===== src/sv/hrbp_pkg.sv =====
// Shared types, character codes and character-class functions for the
// HTTP response byte parser. No dependencies.
`timescale 1ns / 1ps
`default_nettype none

package hrbp_pkg;

    // Verdict codes.
    localparam logic [1:0] VERDICT_MORE = 2'd0;
    localparam logic [1:0] VERDICT_DONE = 2'd1;
    localparam logic [1:0] VERDICT_BAD  = 2'd2;

    // Byte role codes.
    localparam logic [1:0] ROLE_FRAME   = 2'd0;
    localparam logic [1:0] ROLE_NAME    = 2'd1;
    localparam logic [1:0] ROLE_VALUE   = 2'd2;
    localparam logic [1:0] ROLE_CONTENT = 2'd3;

    // Character codes.
    localparam logic [7:0] CH_H     = 8'h48;
    localparam logic [7:0] CH_T     = 8'h54;
    localparam logic [7:0] CH_P     = 8'h50;
    localparam logic [7:0] CH_SLASH = 8'h2F;
    localparam logic [7:0] CH_DOT   = 8'h2E;
    localparam logic [7:0] CH_SP    = 8'h20;
    localparam logic [7:0] CH_TAB   = 8'h09;
    localparam logic [7:0] CH_CR    = 8'h0D;
    localparam logic [7:0] CH_LF    = 8'h0A;
    localparam logic [7:0] CH_COLON = 8'h3A;
    localparam logic [7:0] CH_PLUS  = 8'h2B;
    localparam logic [7:0] CH_MINUS = 8'h2D;
    localparam logic [7:0] CH_ZERO  = 8'h30;
    localparam logic [7:0] CH_NINE  = 8'h39;

    // Length of "content-length" and the ceiling of the match position.
    localparam logic [3:0] NAME_LEN      = 4'd14;
    localparam logic [3:0] MATCH_POS_MAX = 4'd15;

    // One result word as it leaves the parser core.
    typedef struct packed {
        logic [1:0]  verdict;
        logic [1:0]  byte_role;
        logic        new_header;
        logic [7:0]  echo_byte;
        logic [15:0] status_code;
        logic [31:0] body_length;
    } hrbp_result_t;

    function automatic logic is_digit(input logic [7:0] c);
        return (c >= CH_ZERO) && (c <= CH_NINE);
    endfunction

    function automatic logic is_text(input logic [7:0] c);
        return (c >= 8'd32) && (c < 8'd127);
    endfunction

    function automatic logic is_special(input logic [7:0] c);
        logic hit;
        unique case (c)
            8'h28, 8'h29, 8'h3C, 8'h3E, 8'h40, 8'h2C, 8'h3B, 8'h3A, 8'h5C,
            8'h22, 8'h2F, 8'h5B, 8'h5D, 8'h3F, 8'h3D, 8'h7B, 8'h7D, 8'h20,
            8'h09: hit = 1'b1;
            default: hit = 1'b0;
        endcase
        return hit;
    endfunction

    function automatic logic is_token(input logic [7:0] c);
        return is_text(c) && !is_special(c);
    endfunction

    function automatic logic [7:0] to_lower(input logic [7:0] c);
        return ((c >= 8'h41) && (c <= 8'h5A)) ? (c | 8'h20) : c;
    endfunction

    // Lower-case "content-length", one character per match position.
    function automatic logic [7:0] name_char(input logic [3:0] pos);
        logic [7:0] ch;
        unique case (pos)
            4'd0:    ch = 8'h63;
            4'd1:    ch = 8'h6F;
            4'd2:    ch = 8'h6E;
            4'd3:    ch = 8'h74;
            4'd4:    ch = 8'h65;
            4'd5:    ch = 8'h6E;
            4'd6:    ch = 8'h74;
            4'd7:    ch = 8'h2D;
            4'd8:    ch = 8'h6C;
            4'd9:    ch = 8'h65;
            4'd10:   ch = 8'h6E;
            4'd11:   ch = 8'h67;
            4'd12:   ch = 8'h74;
            4'd13:   ch = 8'h68;
            default: ch = 8'h00;
        endcase
        return ch;
    endfunction

endpackage

`default_nettype wire


===== src/sv/hrbp_channels.sv =====
// Valid/ready channel interfaces for the byte stream and the result stream.
// Depends on nothing.
`timescale 1ns / 1ps
`default_nettype none

interface hrbp_byte_if;
    logic       valid;
    logic       ready;
    logic [7:0] data_byte;
    logic       restart;

    modport source (output valid, output data_byte, output restart, input ready);
    modport sink   (input valid, input data_byte, input restart, output ready);
endinterface

interface hrbp_result_if;
    logic        valid;
    logic        ready;
    logic [1:0]  verdict;
    logic [1:0]  byte_role;
    logic        new_header;
    logic [7:0]  echo_byte;
    logic [15:0] status_code;
    logic [31:0] body_length;

    modport source (output valid, output verdict, output byte_role, output new_header,
                    output echo_byte, output status_code, output body_length,
                    input ready);
    modport sink   (input valid, input verdict, input byte_role, input new_header,
                    input echo_byte, input status_code, input body_length,
                    output ready);
endinterface

`default_nettype wire


===== src/sv/hrbp_core.sv =====
// Parser state and the per-byte transition: grammar phase, status and
// Content-Length accumulation, header name matching. Uses hrbp_pkg.
`timescale 1ns / 1ps
`default_nettype none

module hrbp_core
    import hrbp_pkg::*;
#(
    parameter int LENGTH_BITS = 32,
    parameter int STATUS_BITS = 16
)
(
    input  wire logic         clk,
    input  wire logic         rst_n,
    input  wire logic         step,
    input  wire logic [7:0]   data_byte,
    input  wire logic         restart,
    output hrbp_result_t      result
);

    typedef enum logic [4:0] {
        PH_H, PH_T1, PH_T2, PH_P, PH_SLASH, PH_MAJ0, PH_MAJ, PH_MIN0, PH_MIN,
        PH_ST0, PH_ST, PH_TEXT, PH_TEXT_LF, PH_LINE, PH_NAME, PH_COLON_SP,
        PH_CONT, PH_VALUE, PH_HDR_LF, PH_BLANK_LF, PH_CONTENT, PH_DONE
    } phase_t;

    typedef enum logic [1:0] {
        VS_LEAD, VS_DIGITS, VS_STOP
    } value_stage_t;

    // State registers.
    phase_t                 phase_reg, phase_next, cur_phase;
    logic [STATUS_BITS-1:0] status_reg, status_next, cur_status;
    logic [LENGTH_BITS-1:0] accum_reg, accum_next, cur_accum;
    logic [LENGTH_BITS-1:0] length_value_reg, length_value_next, cur_length_value;
    logic [LENGTH_BITS-1:0] count_reg, count_next, cur_count;
    logic                   has_digits_reg, has_digits_next, cur_has_digits;
    logic [3:0]             match_pos_reg, match_pos_next, cur_match_pos;
    logic                   matches_reg, matches_next, cur_matches;
    logic                   in_length_reg, in_length_next, cur_in_length;
    logic                   any_header_reg, any_header_next, cur_any_header;
    value_stage_t           stage_reg, stage_next, cur_stage;
    logic                   negative_reg, negative_next, cur_negative;
    logic                   overflow_reg, overflow_next, cur_overflow;
    logic                   length_bad_reg, length_bad_next, cur_length_bad;

    // Per-byte working signals.
    logic [STATUS_BITS+3:0] status_prod;
    logic [LENGTH_BITS+3:0] length_prod;
    logic                   status_ovf;
    logic                   length_ovf;
    logic [LENGTH_BITS-1:0] fin_length_value;
    logic                   fin_bad;
    logic [LENGTH_BITS-1:0] count_inc;
    logic                   bad;
    logic                   feed_digits;
    logic [1:0]             verdict;
    logic [1:0]             role;
    logic                   new_hdr;

    // Restart takes the state back to reset before this byte is handled.
    assign cur_phase        = restart ? PH_H    : phase_reg;
    assign cur_status       = restart ? '0      : status_reg;
    assign cur_accum        = restart ? '0      : accum_reg;
    assign cur_length_value = restart ? '0      : length_value_reg;
    assign cur_count        = restart ? '0      : count_reg;
    assign cur_has_digits   = restart ? 1'b0    : has_digits_reg;
    assign cur_match_pos    = restart ? 4'd0    : match_pos_reg;
    assign cur_matches      = restart ? 1'b0    : matches_reg;
    assign cur_in_length    = restart ? 1'b0    : in_length_reg;
    assign cur_any_header   = restart ? 1'b0    : any_header_reg;
    assign cur_stage        = restart ? VS_LEAD : stage_reg;
    assign cur_negative     = restart ? 1'b0    : negative_reg;
    assign cur_overflow     = restart ? 1'b0    : overflow_reg;
    assign cur_length_bad   = restart ? 1'b0    : length_bad_reg;

    // Decimal accumulate by ten plus the digit; any carry into the top four
    // bits means the value no longer fits.
    assign status_prod = ({4'b0, cur_status} << 3) + ({4'b0, cur_status} << 1)
                       + (STATUS_BITS+4)'(data_byte[3:0]);
    assign length_prod = ({4'b0, cur_accum} << 3) + ({4'b0, cur_accum} << 1)
                       + (LENGTH_BITS+4)'(data_byte[3:0]);
    assign status_ovf  = |status_prod[STATUS_BITS+3:STATUS_BITS];
    assign length_ovf  = |length_prod[LENGTH_BITS+3:LENGTH_BITS];

    // Closing a header: a Content-Length header either commits its value or
    // marks the length as bad.
    assign fin_length_value = (cur_in_length && cur_has_digits && !cur_overflow)
                            ? cur_accum : cur_length_value;
    assign fin_bad = cur_length_bad
                   || (cur_in_length && (!cur_has_digits || cur_overflow));

    assign count_inc = cur_count + LENGTH_BITS'(1);

    // Next state and result for one byte.
    always_comb
    begin
        phase_next        = cur_phase;
        status_next       = cur_status;
        accum_next        = cur_accum;
        length_value_next = cur_length_value;
        count_next        = cur_count;
        has_digits_next   = cur_has_digits;
        match_pos_next    = cur_match_pos;
        matches_next      = cur_matches;
        in_length_next    = cur_in_length;
        any_header_next   = cur_any_header;
        stage_next        = cur_stage;
        negative_next     = cur_negative;
        overflow_next     = cur_overflow;
        length_bad_next   = cur_length_bad;
        bad               = 1'b0;
        feed_digits       = 1'b0;
        verdict           = VERDICT_MORE;
        role              = ROLE_FRAME;
        new_hdr           = 1'b0;

        unique case (cur_phase)
            PH_H:
                if (data_byte == CH_H) phase_next = PH_T1; else bad = 1'b1;
            PH_T1:
                if (data_byte == CH_T) phase_next = PH_T2; else bad = 1'b1;
            PH_T2:
                if (data_byte == CH_T) phase_next = PH_P; else bad = 1'b1;
            PH_P:
                if (data_byte == CH_P) phase_next = PH_SLASH; else bad = 1'b1;
            PH_SLASH:
                if (data_byte == CH_SLASH) phase_next = PH_MAJ0; else bad = 1'b1;
            PH_MAJ0:
                if (is_digit(data_byte)) phase_next = PH_MAJ; else bad = 1'b1;
            PH_MAJ:
            begin
                if (data_byte == CH_DOT) phase_next = PH_MIN0;
                else if (!is_digit(data_byte)) bad = 1'b1;
            end
            PH_MIN0:
                if (is_digit(data_byte)) phase_next = PH_MIN; else bad = 1'b1;
            PH_MIN:
            begin
                if (data_byte == CH_SP)
                begin
                    phase_next  = PH_ST0;
                    status_next = '0;
                end
                else if (!is_digit(data_byte))
                begin
                    bad = 1'b1;
                end
            end
            PH_ST0, PH_ST:
            begin
                if (is_digit(data_byte))
                begin
                    status_next = status_ovf ? '1 : status_prod[STATUS_BITS-1:0];
                    phase_next  = PH_ST;
                end
                else if (cur_phase == PH_ST && data_byte == CH_SP)
                begin
                    phase_next = PH_TEXT;
                end
                else
                begin
                    bad = 1'b1;
                end
            end
            PH_TEXT:
            begin
                if (data_byte == CH_CR) phase_next = PH_TEXT_LF;
                else if (!is_text(data_byte)) bad = 1'b1;
            end
            PH_TEXT_LF, PH_HDR_LF:
                if (data_byte == CH_LF) phase_next = PH_LINE; else bad = 1'b1;
            PH_LINE:
            begin
                if (data_byte == CH_SP || data_byte == CH_TAB)
                begin
                    if (cur_any_header) phase_next = PH_CONT; else bad = 1'b1;
                end
                else if (is_token(data_byte))
                begin
                    length_value_next = fin_length_value;
                    length_bad_next   = fin_bad;
                    in_length_next    = 1'b0;
                    accum_next        = '0;
                    has_digits_next   = 1'b0;
                    negative_next     = 1'b0;
                    overflow_next     = 1'b0;
                    stage_next        = VS_LEAD;
                    any_header_next   = 1'b1;
                    match_pos_next    = 4'd0;
                    matches_next      = 1'b1;
                    new_hdr           = 1'b1;
                    phase_next        = PH_NAME;
                    role              = ROLE_NAME;
                end
                else if (data_byte == CH_CR)
                begin
                    phase_next = PH_BLANK_LF;
                end
                else
                begin
                    bad = 1'b1;
                end
            end
            PH_NAME:
            begin
                if (is_token(data_byte))
                begin
                    role = ROLE_NAME;
                end
                else if (data_byte == CH_COLON)
                begin
                    in_length_next = cur_matches && (cur_match_pos == NAME_LEN);
                    phase_next     = PH_COLON_SP;
                end
                else
                begin
                    bad = 1'b1;
                end
            end
            PH_COLON_SP:
                if (data_byte == CH_SP) phase_next = PH_VALUE; else bad = 1'b1;
            PH_CONT, PH_VALUE:
            begin
                // Leading white space of a continuation line is skipped.
                if (!(cur_phase == PH_CONT
                      && (data_byte == CH_SP || data_byte == CH_TAB)))
                begin
                    phase_next = PH_VALUE;
                    if (is_text(data_byte))
                    begin
                        role = ROLE_VALUE;
                        if (cur_in_length)
                        begin
                            unique case (cur_stage)
                                VS_LEAD:
                                begin
                                    if (data_byte == CH_SP)
                                    begin
                                        stage_next = VS_LEAD;
                                    end
                                    else if (data_byte == CH_PLUS
                                             || data_byte == CH_MINUS)
                                    begin
                                        negative_next = (data_byte == CH_MINUS);
                                        stage_next    = VS_DIGITS;
                                    end
                                    else
                                    begin
                                        feed_digits = 1'b1;
                                    end
                                end
                                VS_DIGITS: feed_digits = 1'b1;
                                VS_STOP:   feed_digits = 1'b0;
                                default:   feed_digits = 1'b0;
                            endcase
                            if (feed_digits)
                            begin
                                if (!is_digit(data_byte))
                                begin
                                    stage_next = VS_STOP;
                                end
                                else
                                begin
                                    stage_next      = VS_DIGITS;
                                    has_digits_next = 1'b1;
                                    if (cur_negative)
                                    begin
                                        if (data_byte != CH_ZERO) overflow_next = 1'b1;
                                    end
                                    else if (length_ovf)
                                    begin
                                        overflow_next = 1'b1;
                                    end
                                    else
                                    begin
                                        accum_next = length_prod[LENGTH_BITS-1:0];
                                    end
                                end
                            end
                        end
                    end
                    else if (data_byte == CH_CR)
                    begin
                        phase_next = PH_HDR_LF;
                    end
                    else
                    begin
                        bad = 1'b1;
                    end
                end
            end
            PH_BLANK_LF:
            begin
                if (data_byte != CH_LF)
                begin
                    bad = 1'b1;
                end
                else
                begin
                    length_value_next = fin_length_value;
                    length_bad_next   = fin_bad;
                    in_length_next    = 1'b0;
                    accum_next        = '0;
                    has_digits_next   = 1'b0;
                    negative_next     = 1'b0;
                    overflow_next     = 1'b0;
                    stage_next        = VS_LEAD;
                    if (fin_bad)
                    begin
                        bad = 1'b1;
                    end
                    else if (fin_length_value == '0)
                    begin
                        verdict    = VERDICT_DONE;
                        phase_next = PH_DONE;
                    end
                    else
                    begin
                        count_next = '0;
                        phase_next = PH_CONTENT;
                    end
                end
            end
            PH_CONTENT:
            begin
                role       = ROLE_CONTENT;
                count_next = count_inc;
                if (count_inc >= cur_length_value)
                begin
                    verdict    = VERDICT_DONE;
                    phase_next = PH_DONE;
                end
            end
            PH_DONE:
            begin
                verdict    = VERDICT_DONE;
                phase_next = PH_DONE;
            end
            default:
            begin
                verdict    = VERDICT_DONE;
                phase_next = PH_DONE;
            end
        endcase

        // Case-insensitive match of the header name against Content-Length.
        if (role == ROLE_NAME)
        begin
            if (match_pos_next < NAME_LEN)
            begin
                if (to_lower(data_byte) != name_char(match_pos_next))
                    matches_next = 1'b0;
            end
            else
            begin
                matches_next = 1'b0;
            end
            if (match_pos_next < MATCH_POS_MAX)
                match_pos_next = match_pos_next + 4'd1;
        end

        // A malformed byte ends the parse.
        if (bad)
        begin
            verdict    = VERDICT_BAD;
            role       = ROLE_FRAME;
            new_hdr    = 1'b0;
            phase_next = PH_DONE;
        end
    end

    assign result.verdict     = verdict;
    assign result.byte_role   = role;
    assign result.new_header  = new_hdr;
    assign result.echo_byte   = data_byte;
    assign result.status_code = 16'(status_next);
    assign result.body_length = 32'(length_value_next);

    // State update, once per byte handled.
    always_ff @(posedge clk or negedge rst_n)
    begin
        if (!rst_n)
        begin
            phase_reg        <= PH_H;
            status_reg       <= '0;
            accum_reg        <= '0;
            length_value_reg <= '0;
            count_reg        <= '0;
            has_digits_reg   <= 1'b0;
            match_pos_reg    <= 4'd0;
            matches_reg      <= 1'b0;
            in_length_reg    <= 1'b0;
            any_header_reg   <= 1'b0;
            stage_reg        <= VS_LEAD;
            negative_reg     <= 1'b0;
            overflow_reg     <= 1'b0;
            length_bad_reg   <= 1'b0;
        end
        else if (step)
        begin
            phase_reg        <= phase_next;
            status_reg       <= status_next;
            accum_reg        <= accum_next;
            length_value_reg <= length_value_next;
            count_reg        <= count_next;
            has_digits_reg   <= has_digits_next;
            match_pos_reg    <= match_pos_next;
            matches_reg      <= matches_next;
            in_length_reg    <= in_length_next;
            any_header_reg   <= any_header_next;
            stage_reg        <= stage_next;
            negative_reg     <= negative_next;
            overflow_reg     <= overflow_next;
            length_bad_reg   <= length_bad_next;
        end
    end

endmodule

`default_nettype wire


===== src/sv/http_response_byte_parser.sv =====
// HTTP response byte parser: one word in, one result word out per byte.
// A byte taken into the input register is handled once the result register is
// free; its result word is then held there until the result stream takes it.
// Throughput: one byte per cycle while results are taken, one state update per byte.
// Reset: the input and result registers empty, the parser expects "HTTP/".
// Depends on hrbp_pkg, hrbp_channels (interfaces) and hrbp_core.
`timescale 1ns / 1ps
`default_nettype none

module http_response_byte_parser
    import hrbp_pkg::*;
#(
    parameter int LENGTH_BITS = 32,
    parameter int STATUS_BITS = 16
)
(
    input  wire logic      clk,
    input  wire logic      rst_n,
    hrbp_byte_if.sink      stream,
    hrbp_result_if.source  report
);

    logic         in_valid_reg;
    logic [7:0]   in_byte_reg;
    logic         in_restart_reg;
    logic         out_valid_reg;
    hrbp_result_t out_reg;
    hrbp_result_t result;
    logic         out_free;
    logic         step;

    // The result register frees up when empty or when its word is taken.
    assign out_free     = !out_valid_reg || report.ready;
    assign step         = in_valid_reg && out_free;
    assign stream.ready = !in_valid_reg || out_free;

    // Input register.
    always_ff @(posedge clk or negedge rst_n)
    begin
        if (!rst_n)
        begin
            in_valid_reg <= 1'b0;
        end
        else if (stream.ready)
        begin
            in_valid_reg <= stream.valid;
        end
    end

    always_ff @(posedge clk)
    begin
        if (stream.valid && stream.ready)
        begin
            in_byte_reg    <= stream.data_byte;
            in_restart_reg <= stream.restart;
        end
    end

    hrbp_core #(
        .LENGTH_BITS (LENGTH_BITS),
        .STATUS_BITS (STATUS_BITS)
    ) u_core (
        .clk       (clk),
        .rst_n     (rst_n),
        .step      (step),
        .data_byte (in_byte_reg),
        .restart   (in_restart_reg),
        .result    (result)
    );

    // Result register.
    always_ff @(posedge clk or negedge rst_n)
    begin
        if (!rst_n)
        begin
            out_valid_reg <= 1'b0;
        end
        else if (out_free)
        begin
            out_valid_reg <= in_valid_reg;
        end
    end

    always_ff @(posedge clk)
    begin
        if (step)
        begin
            out_reg <= result;
        end
    end

    assign report.valid       = out_valid_reg;
    assign report.verdict     = out_reg.verdict;
    assign report.byte_role   = out_reg.byte_role;
    assign report.new_header  = out_reg.new_header;
    assign report.echo_byte   = out_reg.echo_byte;
    assign report.status_code = out_reg.status_code;
    assign report.body_length = out_reg.body_length;

endmodule

`default_nettype wire

===== src/flat_wrapper.sv =====
// flat-port wrapper written by rule: the top's interface ports become plain ports
module http_response_byte_parser_flat import hrbp_pkg::*;
#(
    parameter int LENGTH_BITS = 32,
    parameter int STATUS_BITS = 16
)
  (clk, rst_n, stream_valid, stream_data_byte, stream_restart, stream_ready, report_valid, report_verdict, report_byte_role, report_new_header, report_echo_byte, report_status_code, report_body_length, report_ready);
  hrbp_byte_if stream_i ();
  hrbp_result_if report_i ();
  input  wire logic clk;
  input  wire logic rst_n;
  input wire logic [$bits(stream_i.valid)-1:0] stream_valid;
  input wire logic [$bits(stream_i.data_byte)-1:0] stream_data_byte;
  input wire logic [$bits(stream_i.restart)-1:0] stream_restart;
  output wire logic [$bits(stream_i.ready)-1:0] stream_ready;
  output wire logic [$bits(report_i.valid)-1:0] report_valid;
  output wire logic [$bits(report_i.verdict)-1:0] report_verdict;
  output wire logic [$bits(report_i.byte_role)-1:0] report_byte_role;
  output wire logic [$bits(report_i.new_header)-1:0] report_new_header;
  output wire logic [$bits(report_i.echo_byte)-1:0] report_echo_byte;
  output wire logic [$bits(report_i.status_code)-1:0] report_status_code;
  output wire logic [$bits(report_i.body_length)-1:0] report_body_length;
  input wire logic [$bits(report_i.ready)-1:0] report_ready;
  assign stream_i.valid = stream_valid;
  assign stream_i.data_byte = stream_data_byte;
  assign stream_i.restart = stream_restart;
  assign stream_ready = stream_i.ready;
  assign report_valid = report_i.valid;
  assign report_verdict = report_i.verdict;
  assign report_byte_role = report_i.byte_role;
  assign report_new_header = report_i.new_header;
  assign report_echo_byte = report_i.echo_byte;
  assign report_status_code = report_i.status_code;
  assign report_body_length = report_i.body_length;
  assign report_i.ready = report_ready;
  http_response_byte_parser #(.LENGTH_BITS(LENGTH_BITS), .STATUS_BITS(STATUS_BITS)) u_core (.clk(clk), .rst_n(rst_n), .stream(stream_i), .report(report_i));
endmodule

===== config.mk =====
export PLATFORM = sky130hd
export DESIGN_NAME = http_response_byte_parser_flat
export DESIGN_NICKNAME = d
export VERILOG_FILES = /design/src/sv/hrbp_pkg.sv /design/src/sv/hrbp_channels.sv /design/src/sv/hrbp_core.sv /design/src/sv/http_response_byte_parser.sv /design/src/flat_wrapper.sv
export SDC_FILE = /design/constraint.sdc
export NUM_CORES = 1
export LEC_CHECK = 0
export BUFFER_PORTS_ARGS = -buffer_cell sky130_fd_sc_hd__buf_2
export CORE_ASPECT_RATIO = 1.4
export CORE_MARGIN = 2
export CORE_UTILIZATION = 40
export CTS_CLUSTER_SIZE = 40
export DETAILED_ROUTE_END_ITERATION = 16
export PLACE_DENSITY = 0.56
export REMOVE_ABC_BUFFERS = 1
export SYNTH_ARGS = -nofsm -noshare
export SYNTH_HDL_FRONTEND = slang
export SYNTH_HIERARCHICAL = 1
export SYNTH_SLANG_ARGS = --single-unit

===== constraint.sdc =====
create_clock -name clk -period 6.7 [get_ports clk]
set_input_delay 1.34 -clock clk [delete_from_list [all_inputs] [get_ports clk]]
set_output_delay 1.34 -clock clk [all_outputs]
set_load 0.01 [all_outputs]

==> flow_summary.json <==
{
  "die_y_um": 238,
  "firstDrtPassIters": 6,
  "io_buffers": 75,
  "hold_path.class": "flip-flop to flip-flop",
  "area_delta_synth_final_pct": 10.2,
  "antenna_found_initial": 0,
  "synth_top_cell_area_share_pct": 21.1,
  "total_power_w": 0.00339,
  "utilization_pct": 44.8,
  "met3_usage_pct": 2.19,
  "ir_drop_uv": 178,
  "grt_pass1_wl_um": 79300,
  "grt-busiest-layer": "met2",
  "maxCapViolCount": 0,
  "synth_top_cell_by_area": "dfrtp_1",
  "synth_cells": 1848,
  "fp.dieArea_mm2": 0.0408,
  "initial_core_util_pct": 40.7,
  "clk_pin_slew_ns": 0.06,
  "status": "completed",
  "cts_root_buf": "clkbuf_16",
  "critPathLaunchType": "flip-flop",
  "first_iter_violations": 1154,
  "tightestPinTransition_ns": 1.00,
  "cts_hold_buf": 0,
  "hold_violations": 0,
  "drive_gt1_share_pct": 10.6,
  "use_met1_pct": 31.1,
  "grt_max_degree": 74,
  "final.fill_count": 3855,
  "numCtsBuffers": 24,
  "finalCritPeriodShare_pct": 80.9,
  "synth_commonest_cells": "nand2_1 (248), nor2_1 (167), a21oi_1 (162)",
  "finalInstanceArea_mm2": 0.0173,
  "clk_latency_ns": 0.54,
  "power_density_mw_per_mm2": 196,
  "row_count": 85,
  "ys_dominant_reg_cell": "dfrtp_1",
  "clkSinkCount": 202,
  "cts-resized-gates": 0,
  "cts_tree": "done",
  "ant_nets": 0,
  "ys_seq_area_share_pct": 34.5,
  "fin_skew_ns": 0.0119,
  "die_w_um": 171,
  "grt_pass1_vias": 14182,
  "drc_errors": 0,
  "drt-total-wl_um": 50100,
  "post_cts_buffers": 0,
  "yosysMostFrequentCell": "nand2_1",
  "crit_required_ns": 7.12,
  "place_area_mm2": 0.0164,
  "wl_per_cell_um": 20.8,
  "final.setup.tns_ns": 0,
  "whs_ns": 0.485,
  "core_mm2": 0.0385,
  "critPathArrivalTime_ns": 5.84,
  "max_freq_ghz": 0.185,
  "fin_nets": 2016,
  "cp_max_fo": 14,
  "clockBufferDepth": 3,
  "gp_congestion": 0.946,
  "vias": 14224,
  "grt_use_total_pct": 24.6,
  "grt.overflow.total": 0,
  "end_kind": "flip-flop",
  "min_period_ns": 5.42,
  "synth_area_leaders": "dfrtp_1 (21%), edfxtp_1 (13%), ha_1 (11%)",
  "async_flop_share_pct": 65.3,
  "leakage_nw": 7.43,
  "avgSynthCellArea_um2": 8.48,
  "synth_area_mm2": 0.0157,
  "cts_htree_levels": 1,
  "num_antenna_cells": 0,
  "grt_use_met2_pct": 43.3,
  "finalSetupViolations": 0,
  "rsz0062_at_grt": "false",
  "criticalPathCategory": "flip-flop to flip-flop",
  "synth.distinct_cells": 92,
  "synth_edf_count": 70,
  "ys_seq_elements": 202,
  "drv_slew": 0,
  "synth_warnings": 6,
  "max-slew-margin-rel_pct": 32.9,
  "io_pins": 76,
  "dpl.hpwl_um": 37200,
  "avgViaCountPerCell": 5.91
}
logic make-up (layout without fill, tap and decap cells):
kind of cell / after synthesis / after routing / share of synthesized area, %
and+or+nand+nor: 702 / 702 / 21.7
adders and majority gates: 136 / 136 / 11.0
buffers and inverters: 162 / 198 / 4.46
muxes: 26 / 26 / 1.84
DFF: 202 / 202 / 34.5
AOI/OAI and AO/OA: 545 / 545 / 22.3
xor gates and xnor gates: 75 / 75 / 4.19
cell type report:
class                           instances  area [um2]  area share (%)
Tap cell                              522         653            3.78
Clock buffer                           29         651            3.77
Timing Repair Buffer                  104         612            3.54
Clock inverter                         14         180            1.04
Multi-Input combinational cell       1484        9570            55.4
Sequential cell                       202        5410            31.3
Inverter                               51         191            1.11
cell usage in the layout, fill, tap and decap left out, types with 19 or more instances in the layout:
master / netlist / layout
nor3_1: 35 / 34
nor2_1: 167 / 167
a211oi_1: 22 / 22
xnor2_1: 41 / 41
nand3_1: 49 / 49
mux2_2: 22 / 22
inv_1: 51 / 50
a22o_1: 28 / 28
nand4_1: 26 / 26
clkbuf_16: 0 / 25
nor4_1: 19 / 19
a21o_1: 29 / 29
nand2_1: 248 / 248
buf_2: 24 / 74
edfxtp_1: 70 / 70
a21oi_1: 162 / 161
xor2_1: 34 / 34
dfrtp_1: 132 / 132
nor2b_1: 50 / 50
a31oi_1: 21 / 21
o21ai_0: 120 / 120
nand2b_1: 25 / 25
ha_1: 133 / 133
buf_4: 14 / 28
final timing paths:
kind | from | to | slack [ns] | cells after the start
max | u_core/in_restart_reg$_DFFE_PP_ | u_core/u_core/phase_reg[0]$_DFFE_PN0P_ | 1.28 | 20
min | u_core/u_core/status_reg[15]$_DFFE_PN0P_ | u_core/u_core/status_reg[15]$_DFFE_PN0P_ | 0.49 | 1
max reg2reg | u_core/in_restart_reg$_DFFE_PP_ | u_core/u_core/phase_reg[0]$_DFFE_PN0P_ | 1.28 | 20
min reg2reg | u_core/u_core/status_reg[15]$_DFFE_PN0P_ | u_core/u_core/status_reg[15]$_DFFE_PN0P_ | 0.49 | 1
max in group asynchronous | rst_n | u_core/u_core/length_value_reg[27]$_DFFE_PN0P_ | 4.44 | 2
min in group asynchronous | rst_n | u_core/u_core/phase_reg[1]$_DFFE_PN0P_ | 0.86 | 1
critical path, cell delays in order (launching register included):
cell and delay [ns]:
edfxtp_1 0.65, buf_4 0.31, nor2b_1 0.18, ha_1 0.26, nand2_1 0.14, nor4b_4 0.52, nand2_2 0.14, or3_1 0.52
nor3b_2 0.31, and3_1 0.28, nand3_1 0.11, xor2_1 0.18, nor2_2 0.06, ha_1 0.31, nand4_1 0.10, nor2_1 0.06
a221oi_1 0.25, o21ai_0 0.13, o31ai_1 0.34, nand2_1 0.09, o32a_1 0.34
per-stage QoR:
stage / std cells / worst slack (ns)
after floorplan: 1737 / -1.39
after global placement: 2363 / 1.41
after detailed placement: 2363 / 1.29
after CTS: 2406 / 1.26
after global routing: 2406 / 0.885
final: 2406 / 1.28
metal layers:
layer  share of wire [%]  vias up
li1                    -     6789
met3                 3.9       99
met2                  50      387
met4                 3.4        0
met5                   0        -
met1                  42     6949
power breakdown:
part,leakage [nW],internal [W],total [W],switching [W]
Combinational,4.52,0.000183,0.000548,0.000364
Sequential,2.50,0.00136,0.00144,0.0000819
Clock,0.403,0.000846,0.00140,0.000556
Total,7.43,0.00239,0.00339,0.00100
(Power assumes the default switching activity.)
